$ cat src/sv/smlt_pkg.sv
// Package for the sorted multimap list unit: operation and status codes,
// controller state encoding and datapath command/status structs. No dependencies.
package smlt_pkg;

  typedef enum logic [1:0] {
    FUNC_INSERT = 2'd0,
    FUNC_SEARCH = 2'd1,
    FUNC_REMOVE = 2'd2,
    FUNC_NONE   = 2'd3
  } func_e;

  typedef enum logic [1:0] {
    ST_OK        = 2'd0,
    ST_NOT_FOUND = 2'd1,
    ST_FULL      = 2'd2,
    ST_RSVD      = 2'd3
  } status_e;

  typedef enum logic [9:0] {
    S_INIT   = 10'b0000000001,
    S_IDLE   = 10'b0000000010,
    S_RD     = 10'b0000000100,
    S_EVAL   = 10'b0000001000,
    S_LINK_N = 10'b0000010000,
    S_LINK_P = 10'b0000100000,
    S_RM_RD  = 10'b0001000000,
    S_RM_WR  = 10'b0010000000,
    S_DONE   = 10'b0100000000,
    S_ACK    = 10'b1000000000
  } state_e;

  // controller -> datapath
  typedef struct packed {
    logic init_wr;    // write link_next[init_idx] = init_idx+1 (null for the last) during init sweep
    logic load;       // latch input, set cur = head, prev = null
    logic hold;       // capture the matched value of a search hit
    logic advance;    // prev = cur, cur = next(cur)
    logic ins_write;  // write new entry at free head, link to cur
    logic ins_link;   // link prev (or head) to new entry
    logic rm_rd;      // read link of free/cur for remove
    logic rm_write;   // unlink cur, push to free list
    logic emit;       // drive a result
    status_e status;
    logic    found;
    logic    last;
  } cmd_t;

  // datapath -> controller
  typedef struct packed {
    logic init_done;
    logic free_empty;
    logic cur_valid;
    logic ord_ok;     // entry key ordered at or before input key
    logic key_eq;
    logic val_eq;
    logic steps_done;
  } stat_t;

endpackage

$ cat src/sv/sorted_multimap_list_table_unit.sv
// Sorted multimap list unit: top level joining controller and datapath.
// Each walked entry passes through S_RD and S_EVAL (one registered store read each);
// the last result is driven from S_ACK, S_RM_RD or S_DONE.
// One item at a time: the next start is taken in the cycle after the last result.
// Results strobe for one cycle, no stall. Reset is async; busy stays high through the init sweep.
// Depends on smlt_pkg, smlt_ctrl, smlt_datapath, smlt_ram.
module sorted_multimap_list_table_unit #(
  parameter int CAPACITY   = 64,
  parameter int KEY_BITS   = 32,
  parameter int VALUE_BITS = 32
) (
  input  logic                         clk_i,
  input  logic                         rst_ni,
  input  logic                         start,
  output logic                         busy,
  input  logic                         cfg_we_i,
  input  logic                         cfg_wdata_i,
  input  logic [1:0]                   func_i,
  input  logic signed [KEY_BITS-1:0]   key_i,
  input  logic signed [VALUE_BITS-1:0] value_i,
  output logic                         result_valid_o,
  output logic [1:0]                   status_o,
  output logic                         found_o,
  output logic signed [VALUE_BITS-1:0] found_value_o,
  output logic                         last_o,
  output logic [6:0]                   pair_count_o,
  output logic                         is_empty_o
);
  import smlt_pkg::*;

  cmd_t  cmd;
  stat_t stat;
  logic  desc_q;

  always_ff @(posedge clk_i or negedge rst_ni) begin
    if (!rst_ni) desc_q <= 1'b0;
    else if (cfg_we_i) desc_q <= cfg_wdata_i;
  end

  smlt_ctrl u_ctrl (
    .clk_i, .rst_ni, .start_i(start), .func_i, .busy_o(busy),
    .cmd_o(cmd), .stat_i(stat));

  smlt_datapath #(.Capacity(CAPACITY), .KeyBits(KEY_BITS), .ValueBits(VALUE_BITS)) u_dp (
    .clk_i, .rst_ni, .cmd_i(cmd), .stat_o(stat), .order_descending_i(desc_q),
    .key_i, .value_i, .found_value_o, .pair_count_o, .is_empty_o);

  assign result_valid_o = cmd.emit;
  assign status_o       = cmd.status;
  assign found_o        = cmd.found;
  assign last_o         = cmd.last;
endmodule

$ cat src/sv/smlt_ram.sv
// Generic single-port-write, single-read RAM with registered read data.
// No package dependency.
module smlt_ram #(
  parameter int Width = 32,
  parameter int Depth = 64
) (
  input  logic                     clk_i,
  input  logic                     we_i,
  input  logic [$clog2(Depth)-1:0] waddr_i,
  input  logic [Width-1:0]         wdata_i,
  input  logic [$clog2(Depth)-1:0] raddr_i,
  output logic [Width-1:0]         rdata_o
);
  logic [Width-1:0] mem [Depth];

  always_ff @(posedge clk_i) begin
    if (we_i) mem[waddr_i] <= wdata_i;
    rdata_o <= mem[raddr_i];
  end
endmodule

$ cat src/sv/smlt_datapath.sv
// Datapath of the sorted multimap list unit: entry store RAMs, list pointers,
// walk cursor and key compare. Depends on smlt_pkg and smlt_ram.
module smlt_datapath #(
  parameter int Capacity  = 64,
  parameter int KeyBits   = 32,
  parameter int ValueBits = 32
) (
  input  logic                        clk_i,
  input  logic                        rst_ni,
  input  smlt_pkg::cmd_t              cmd_i,
  output smlt_pkg::stat_t             stat_o,
  input  logic                        order_descending_i,
  input  logic signed [KeyBits-1:0]   key_i,
  input  logic signed [ValueBits-1:0] value_i,
  output logic signed [ValueBits-1:0] found_value_o,
  output logic [6:0]                  pair_count_o,
  output logic                        is_empty_o
);
  import smlt_pkg::*;

  localparam int AW = $clog2(Capacity);
  localparam int PW = AW + 1;  // top bit flags null

  logic [PW-1:0] head_q, free_q, cur_q, prev_q;
  logic [PW-1:0] init_q;
  logic [6:0]    count_q;
  logic [PW:0]   steps_q;
  logic signed [KeyBits-1:0]   key_q;
  logic signed [ValueBits-1:0] val_q;
  logic signed [ValueBits-1:0] hold_q;

  logic [KeyBits-1:0]   ek;
  logic [ValueBits-1:0] ev;
  logic [PW-1:0]        en;

  logic           k_we, l_we;
  logic [AW-1:0]  k_wa, l_wa, l_ra;
  logic [PW-1:0]  l_wd;

  // second link write port emulated: freed entry's link update is registered and written in the next cycle
  logic          fix_q;
  logic [AW-1:0] fix_a_q;
  logic [PW-1:0] fix_d_q;

  function automatic logic nul(input logic [PW-1:0] p);
    return p[PW-1];
  endfunction

  always_comb begin
    k_we = cmd_i.ins_write;
    k_wa = free_q[AW-1:0];
    l_we = 1'b0;
    l_wa = cur_q[AW-1:0];
    l_wd = free_q;
    l_ra = cur_q[AW-1:0];
    if (cmd_i.init_wr) begin
      l_we = 1'b1;
      l_wa = init_q[AW-1:0];
      l_wd = (init_q == PW'(Capacity - 1)) ? {1'b1, AW'(0)} : init_q + 1'b1;
    end else if (cmd_i.ins_write) begin
      l_we = 1'b1;
      l_wa = free_q[AW-1:0];
      l_wd = cur_q;
    end else if (cmd_i.ins_link) begin
      l_we = !nul(prev_q);
      l_wa = prev_q[AW-1:0];
      l_wd = free_q;  // still old free head (new entry)
    end else if (cmd_i.rm_write) begin
      l_we = !nul(prev_q);
      l_wa = prev_q[AW-1:0];
      l_wd = en;
    end else if (fix_q) begin
      l_we = 1'b1;
      l_wa = fix_a_q;
      l_wd = fix_d_q;
    end
    if (cmd_i.rm_rd || cmd_i.ins_write) l_ra = free_q[AW-1:0];
  end

  smlt_ram #(.Width(KeyBits), .Depth(Capacity)) u_keys (
    .clk_i, .we_i(k_we), .waddr_i(k_wa), .wdata_i(key_q), .raddr_i(cur_q[AW-1:0]),
    .rdata_o(ek));
  smlt_ram #(.Width(ValueBits), .Depth(Capacity)) u_vals (
    .clk_i, .we_i(k_we), .waddr_i(k_wa), .wdata_i(val_q), .raddr_i(cur_q[AW-1:0]),
    .rdata_o(ev));
  smlt_ram #(.Width(PW), .Depth(Capacity)) u_link (
    .clk_i, .we_i(l_we), .waddr_i(l_wa), .wdata_i(l_wd), .raddr_i(l_ra),
    .rdata_o(en));

  always_ff @(posedge clk_i or negedge rst_ni) begin
    if (!rst_ni) begin
      head_q  <= {1'b1, AW'(0)};
      free_q  <= '0;
      init_q  <= '0;
      count_q <= '0;
      cur_q   <= '0;
      prev_q  <= '0;
      steps_q <= '0;
      fix_q   <= 1'b0;
      hold_q  <= '0;
    end else begin
      fix_q <= cmd_i.rm_write;
      if (cmd_i.init_wr) init_q <= init_q + 1'b1;
      if (cmd_i.load) begin
        key_q   <= key_i;
        val_q   <= value_i;
        cur_q   <= head_q;
        prev_q  <= {1'b1, AW'(0)};
        steps_q <= '0;
      end
      if (cmd_i.advance) begin
        prev_q  <= cur_q;
        cur_q   <= en;
        steps_q <= steps_q + 1'b1;
      end
      if (cmd_i.ins_link) begin
        if (nul(prev_q)) head_q <= free_q;
        free_q  <= en;  // link of old free head, read during ins_write
        count_q <= count_q + 1'b1;
      end
      if (cmd_i.rm_write) begin
        if (nul(prev_q)) head_q <= en;
        free_q  <= cur_q;
        fix_a_q <= cur_q[AW-1:0];
        fix_d_q <= free_q;
        if (count_q != 0) count_q <= count_q - 1'b1;
      end
      if (cmd_i.hold) hold_q <= ev;
    end
  end

  logic sk, lt, gt;
  assign sk = $signed(ek) == key_q;
  assign lt = $signed(ek) < key_q;
  assign gt = $signed(ek) > key_q;

  assign stat_o.init_done  = (init_q == PW'(Capacity));
  assign stat_o.free_empty = nul(free_q);
  assign stat_o.cur_valid  = !nul(cur_q);
  assign stat_o.ord_ok     = sk || (order_descending_i ? gt : lt);
  assign stat_o.key_eq     = sk;
  assign stat_o.val_eq     = ev == val_q;
  assign stat_o.steps_done = steps_q >= (PW+1)'(Capacity);

  // a search hit is held until the walk shows whether it is the last one
  assign found_value_o = cmd_i.found ? hold_q : '0;
  assign pair_count_o  = count_q;
  assign is_empty_o    = nul(head_q);
endmodule

$ cat src/sv/smlt_ctrl.sv
// Controller of the sorted multimap list unit: sequences the list walk,
// insert, remove and result strobes. Depends on smlt_pkg.
module smlt_ctrl (
  input  logic             clk_i,
  input  logic             rst_ni,
  input  logic             start_i,
  input  logic [1:0]       func_i,
  output logic             busy_o,
  output smlt_pkg::cmd_t   cmd_o,
  input  smlt_pkg::stat_t  stat_i
);
  import smlt_pkg::*;

  state_e state_q, state_d;
  func_e  func_q;
  logic   nfound_q, nfound_d;
  logic   pend_q, pend_d;  // a search hit waits for its last flag

  assign busy_o = (state_q != S_IDLE);

  always_comb begin
    state_d  = state_q;
    nfound_d = nfound_q;
    pend_d   = pend_q;
    cmd_o    = '0;
    cmd_o.status = ST_OK;
    case (state_q)
      S_INIT: begin
        if (stat_i.init_done) state_d = S_IDLE;
        else cmd_o.init_wr = 1'b1;
      end
      S_IDLE: begin
        if (start_i && func_i != FUNC_NONE) begin
          cmd_o.load = 1'b1;
          nfound_d = 1'b0;
          pend_d = 1'b0;
          if (func_i == FUNC_INSERT && stat_i.free_empty) state_d = S_DONE;
          else state_d = S_RD;
        end
      end
      S_RD: begin
        if (!stat_i.cur_valid || stat_i.steps_done) begin
          if (func_q == FUNC_INSERT) begin
            cmd_o.ins_write = 1'b1;
            state_d = S_LINK_P;
          end else state_d = S_DONE;
        end else state_d = S_EVAL;
      end
      S_EVAL: begin
        // read data for cur is now valid
        state_d = S_RD;
        case (func_q)
          FUNC_INSERT: begin
            if (stat_i.ord_ok) cmd_o.advance = 1'b1;
            else begin
              cmd_o.ins_write = 1'b1;
              state_d = S_LINK_P;
            end
          end
          FUNC_SEARCH: begin
            if (stat_i.ord_ok) begin
              cmd_o.advance = 1'b1;
              if (stat_i.key_eq) begin
                // send the previous hit, keep this one until the next is seen
                cmd_o.hold = 1'b1;
                pend_d = 1'b1;
                if (pend_q) begin
                  cmd_o.emit  = 1'b1;
                  cmd_o.found = 1'b1;
                end
              end
            end else state_d = S_DONE;
          end
          default: begin
            if (!stat_i.key_eq) begin
              if (nfound_q) state_d = S_DONE;
              else cmd_o.advance = 1'b1;
            end else if (!stat_i.val_eq) begin
              nfound_d = 1'b1;
              cmd_o.advance = 1'b1;
            end else state_d = S_RM_WR;
          end
        endcase
      end
      S_LINK_P: begin
        cmd_o.ins_link = 1'b1;
        state_d = S_ACK;
      end
      S_ACK: begin
        cmd_o.emit = 1'b1;
        cmd_o.last = 1'b1;
        state_d = S_IDLE;
      end
      S_RM_WR: begin
        cmd_o.rm_write = 1'b1;
        state_d = S_RM_RD;
      end
      S_RM_RD: begin
        cmd_o.rm_rd = 1'b1;
        cmd_o.emit = 1'b1;
        cmd_o.last = 1'b1;
        state_d = S_IDLE;
      end
      S_DONE: begin
        cmd_o.emit = 1'b1;
        cmd_o.last = 1'b1;
        if (func_q == FUNC_INSERT) cmd_o.status = ST_FULL;
        else if (func_q == FUNC_SEARCH && pend_q) cmd_o.found = 1'b1;
        else cmd_o.status = ST_NOT_FOUND;
        state_d = S_IDLE;
      end
      default: state_d = S_IDLE;
    endcase
  end

  always_ff @(posedge clk_i or negedge rst_ni) begin
    if (!rst_ni) begin
      state_q  <= S_INIT;
      func_q   <= FUNC_NONE;
      nfound_q <= 1'b0;
      pend_q   <= 1'b0;
    end else begin
      state_q  <= state_d;
      nfound_q <= nfound_d;
      pend_q   <= pend_d;
      if (cmd_o.load) func_q <= func_e'(func_i);
    end
  end

  assert property (@(posedge clk_i) disable iff (!rst_ni)
    $onehot(state_q)) else $error("state not one-hot");
  assert property (@(posedge clk_i) disable iff (!rst_ni)
    cmd_o.load |-> state_q == S_IDLE) else $error("load outside idle");
  assert property (@(posedge clk_i) disable iff (!rst_ni)
    cmd_o.ins_write |=> cmd_o.ins_link) else $error("insert not linked");
endmodule

$ cat config.mk
export PLATFORM = sky130hd
export DESIGN_NAME = sorted_multimap_list_table_unit
export DESIGN_NICKNAME = d
export VERILOG_FILES = /design/src/sv/smlt_pkg.sv /design/src/sv/sorted_multimap_list_table_unit.sv /design/src/sv/smlt_ram.sv /design/src/sv/smlt_datapath.sv /design/src/sv/smlt_ctrl.sv
export SDC_FILE = /design/constraint.sdc
export NUM_CORES = 2
export LEC_CHECK = 0
export BUFFER_PORTS_ARGS = -buffer_cell sky130_fd_sc_hd__buf_2
export CAP_MARGIN = 20
export CELL_PAD_IN_SITES_DETAIL_PLACEMENT = 1
export CELL_PAD_IN_SITES_GLOBAL_PLACEMENT = 2
export CORE_MARGIN = 2
export CORE_UTILIZATION = 29
export CTS_CLUSTER_DIAMETER = 120
export CTS_CLUSTER_SIZE = 25
export DETAILED_ROUTE_END_ITERATION = 10
export PLACE_DENSITY_LB_ADDON = 0.1
export SYNTH_ARGS = -nofsm -noshare
export SYNTH_HDL_FRONTEND = slang
export SYNTH_HIERARCHICAL = 1
export SYNTH_MEMORY_MAX_BITS = 65536
export SYNTH_SLANG_ARGS = --single-unit
$ cat constraint.sdc
create_clock -name clk_i -period 8.7 [get_ports clk_i]
set_input_delay 1.305 -clock clk_i [delete_from_list [all_inputs] [get_ports clk_i]]
set_output_delay 1.305 -clock clk_i [all_outputs]
set_load 0.1 [all_outputs]
==> metrics.txt <==
status finished clean; Max stage delay cell, worst path nor2_4; drt first pass iters 5; post-synth top area share 75.6%; Most used DFF post-synth edfxtp_1; VDD IR max 0.223 mV; CTS tree yes; Clock Tree Buf Depth 4; fmax 148 MHz; crit-path max FO 18; Worst path most repeated cell a21oi_1; Routed Antenna Nets 0; Commonest cells post-synth edfxtp_1 (4,621), mux4_2 (1,200), nor2_1 (385), mux2i_1 (232), clkbuf_1 (191); count of cell types in the netlist 73; Worst Slack Setup Final 1.93 ns; Crit. End Element register; vias in the first global route 92,000; min-delay worst type input port to register; chip height 800 µm; area taken by multi-input logic gates 0.0398 mm²; IO Pins 117; fin crit share 77.9%; Buf/Inv on CP 3; Synth async-reset ratio 2.03%; Post-Syn Area 0.184 mm²; Leak Pwr 59.0 nW; RSZ-0062 raised after global routing false; die extent in x 800 µm; first-pass GRT wire length 808,000 µm; Critical Path Max Stage Delay 1.04 ns; clk_lat worst skew 1.04 ns; post-DP HPWL 361,000 µm; worst path cell trace inv_1, ha_1, a21oi_1, o21ai_0, a221o_1, o31ai_2, a21oi_1, or3b_1, or2_1, a211oi_4, buf_12, nor2b_1, nand3_1, nor2_4, buf_4; headroom to the max-slew limit 4.84%; R2R depth 15; residual DRC count 0; clk_skew 0.132 ns; Area growth syn-to-layout 10.6%; largest net degree at the start of global routing 101; Post-Route Utilization 32.2%; final WL 587,000 µm; Final Hold Viols 0; Max-cap violations 0; routed vias/inst 5.04; share of layout cells above drive strength 1 24.9%; Setup Fix Bufs, Post-CTS 0; Final setup viols 0; WL per Instance 34.3 µm; initial drt markers 7,781; sequential cell area 0.143 mm²; main area contributors after synthesis edfxtp_1 (76%), mux4_2 (15%), dfrtp_1 (1.3%); CTS buffer count 217; row count 292; post-synth top area cell edfxtp_1; Resize count post-CTS 0; cells after synthesis 8,291; Yosys Warn Count 6; total core area 0.632 mm²; Worst setup SP type register; EDFF count, synth 4,621; critical path type register to register; Final min period 6.77 ns; clk slew on worst S/H paths 0.11 ns; fin nets 8,665; Worst Path Required 9.34 ns; Seq cells post-synth 4,789; GRT Overall Usage 18.1%; syn avg cell area 22.2 µm²; Place WS 1.97 ns; critical path data arrival time 7.41 ns; Syn Nets 8,399; Starting Density 29.1%; Slew @ Worst Pin 1.43 ns; Crit path depth 15; Fillers 61,700; Sink Count 4,789; Final Max Tran Viols 0; Total Neg Setup Slack 0 ns; GP Congestion 0.769; DIE AREA 0.640 mm²; htree depth 4; vias post-DR 86,000; GRT overflow 0; critical path's top delay family simple AND/OR/NAND/NOR gates; Seq/Total Area, Yosys 77.7%; Root Driver clkbuf_16; PD cells 256 mW/mm²; worst hold stages 1; top-count cell post-synth edfxtp_1; antenna violations before repair 57; hold buffers post-CTS 1; number of I/O port buffers 116
## worst register-to-register path: cells and delay by family, from the launching register on
kind                       cells  cell delay [ns]
and+or+nand+nor                5             3.04
AOI/OAI and AO/OA              6             1.81
buffers and inverters          3             0.82
DFF                            1             0.38
adders and majority gates      1             0.32
## registers in the layout (all words and copies together) (netlist names), 8 cells and up
register and flops:
u_dp/u_keys/mem 2048, u_dp/u_vals/mem 2048, u_dp/u_link/mem 448, u_dp/hold_q 32, u_dp/key_q 32, u_dp/u_keys/rdata_o 32, u_dp/u_vals/rdata_o 32, u_dp/val_q 32
u_ctrl/state_q 9, u_dp/steps_q 8
## through the flow
step	power [W]	instances	cell area (µm²)	hold WS (ns)
after global routing	0.0541	17000	203000	0.402
after detailed placement	0.0409	16700	197000	0.492
after CTS	0.0532	17000	203000	0.351
final	0.0521	17100	203000	0.470
after global placement	0.0409	16700	197000	0.484
after floorplan	0.0344	8291	184000	0.449
## path summary, 6_finish.rpt
kind	startpoint	end	slack (ns)
worst max register to register	u_dp/key_q[5]$_DFFE_PP_	u_dp/u_keys/mem[6][2]$_DFFE_PP_	1.93
worst max-delay path	u_dp/key_q[5]$_DFFE_PP_	u_dp/u_keys/mem[6][2]$_DFFE_PP_	1.93
worst min register to register	u_dp/hold_q[14]$_DFFE_PN0P_	u_dp/hold_q[14]$_DFFE_PN0P_	0.51
worst min-delay path	value_i[30]	u_dp/val_q[30]$_DFFE_PP_	0.47
max in group asynchronous	rst_ni	u_dp/hold_q[14]$_DFFE_PN0P_	6.10
min in group asynchronous	rst_ni	desc_q$_DFFE_PN0P_	0.64
## logic make-up (layout without fill, tap and decap cells)
group | after synthesis | count (layout) | share of synthesized area [%]
xor gates and xnor gates | 56 | 56 | 0.267
AOI/OAI and AO/OA | 625 | 625 | 2.20
and+or+nand+nor | 817 | 817 | 2.10
buffers and inverters | 497 | 874 | 1.30
muxes | 1470 | 1470 | 16.2
adders and majority gates | 37 | 37 | 0.252
other | 0 | 32 | 0
DFF | 4789 | 4789 | 77.7
## layout make-up
class                      instances  share of cell area [%]
antenna                           32                  0.0394
clock buffer                     308                    2.87
clock inverter                    22                   0.139
inverter                          49                  0.0905
multi-input combinational       3005                    19.6
sequential                      4789                    70.2
tap                             8379                    5.16
timing repair buffer             495                    1.93
## cells in the final DEF (no fill, tap or decap), types with 24 or more instances in the layout
cell type  netlist  final
mux4_2        1200   1200
nor3_1          29     24
buf_12           0     29
clkbuf_16        0    219
and2_1          40     39
diode_2          0     32
o221ai_1        63     63
buf_4           58    339
o22ai_1        190    189
a22oi_1         38     38
nor2_1         385    259
nor2_4           0    125
dfrtp_1         93     86
nand2_1        118    118
mux2i_1        232    232
nand3_1         45     45
ha_1            37     37
o21ai_0         67     56
edfxtp_1      4621   4621
dfxtp_1         71     71
xor2_1          41     41
clkbuf_1       191     88
nand2b_1        36     32
nor2b_1         39     38
buf_2          131    116
mux2_2          37     37
a21oi_1        162    161
inv_1           48     48
## power by group
part / total [W] / switching, W / internal, W
clock network: 0.0122 / 0.00743 / 0.00473
registers: 0.0266 / 0.000535 / 0.0260
logic: 0.0134 / 0.00882 / 0.00456
## routing by layer
layer  track usage, %  share of wire [%]  wire length, µm
met3             1.52                3.3            19200
met2             30.8                 50           291000
met5                0             0.0058               34
met4             2.65                1.6             9100
met1             25.8                 46           268000
Power figures use the tool's default switching activity.
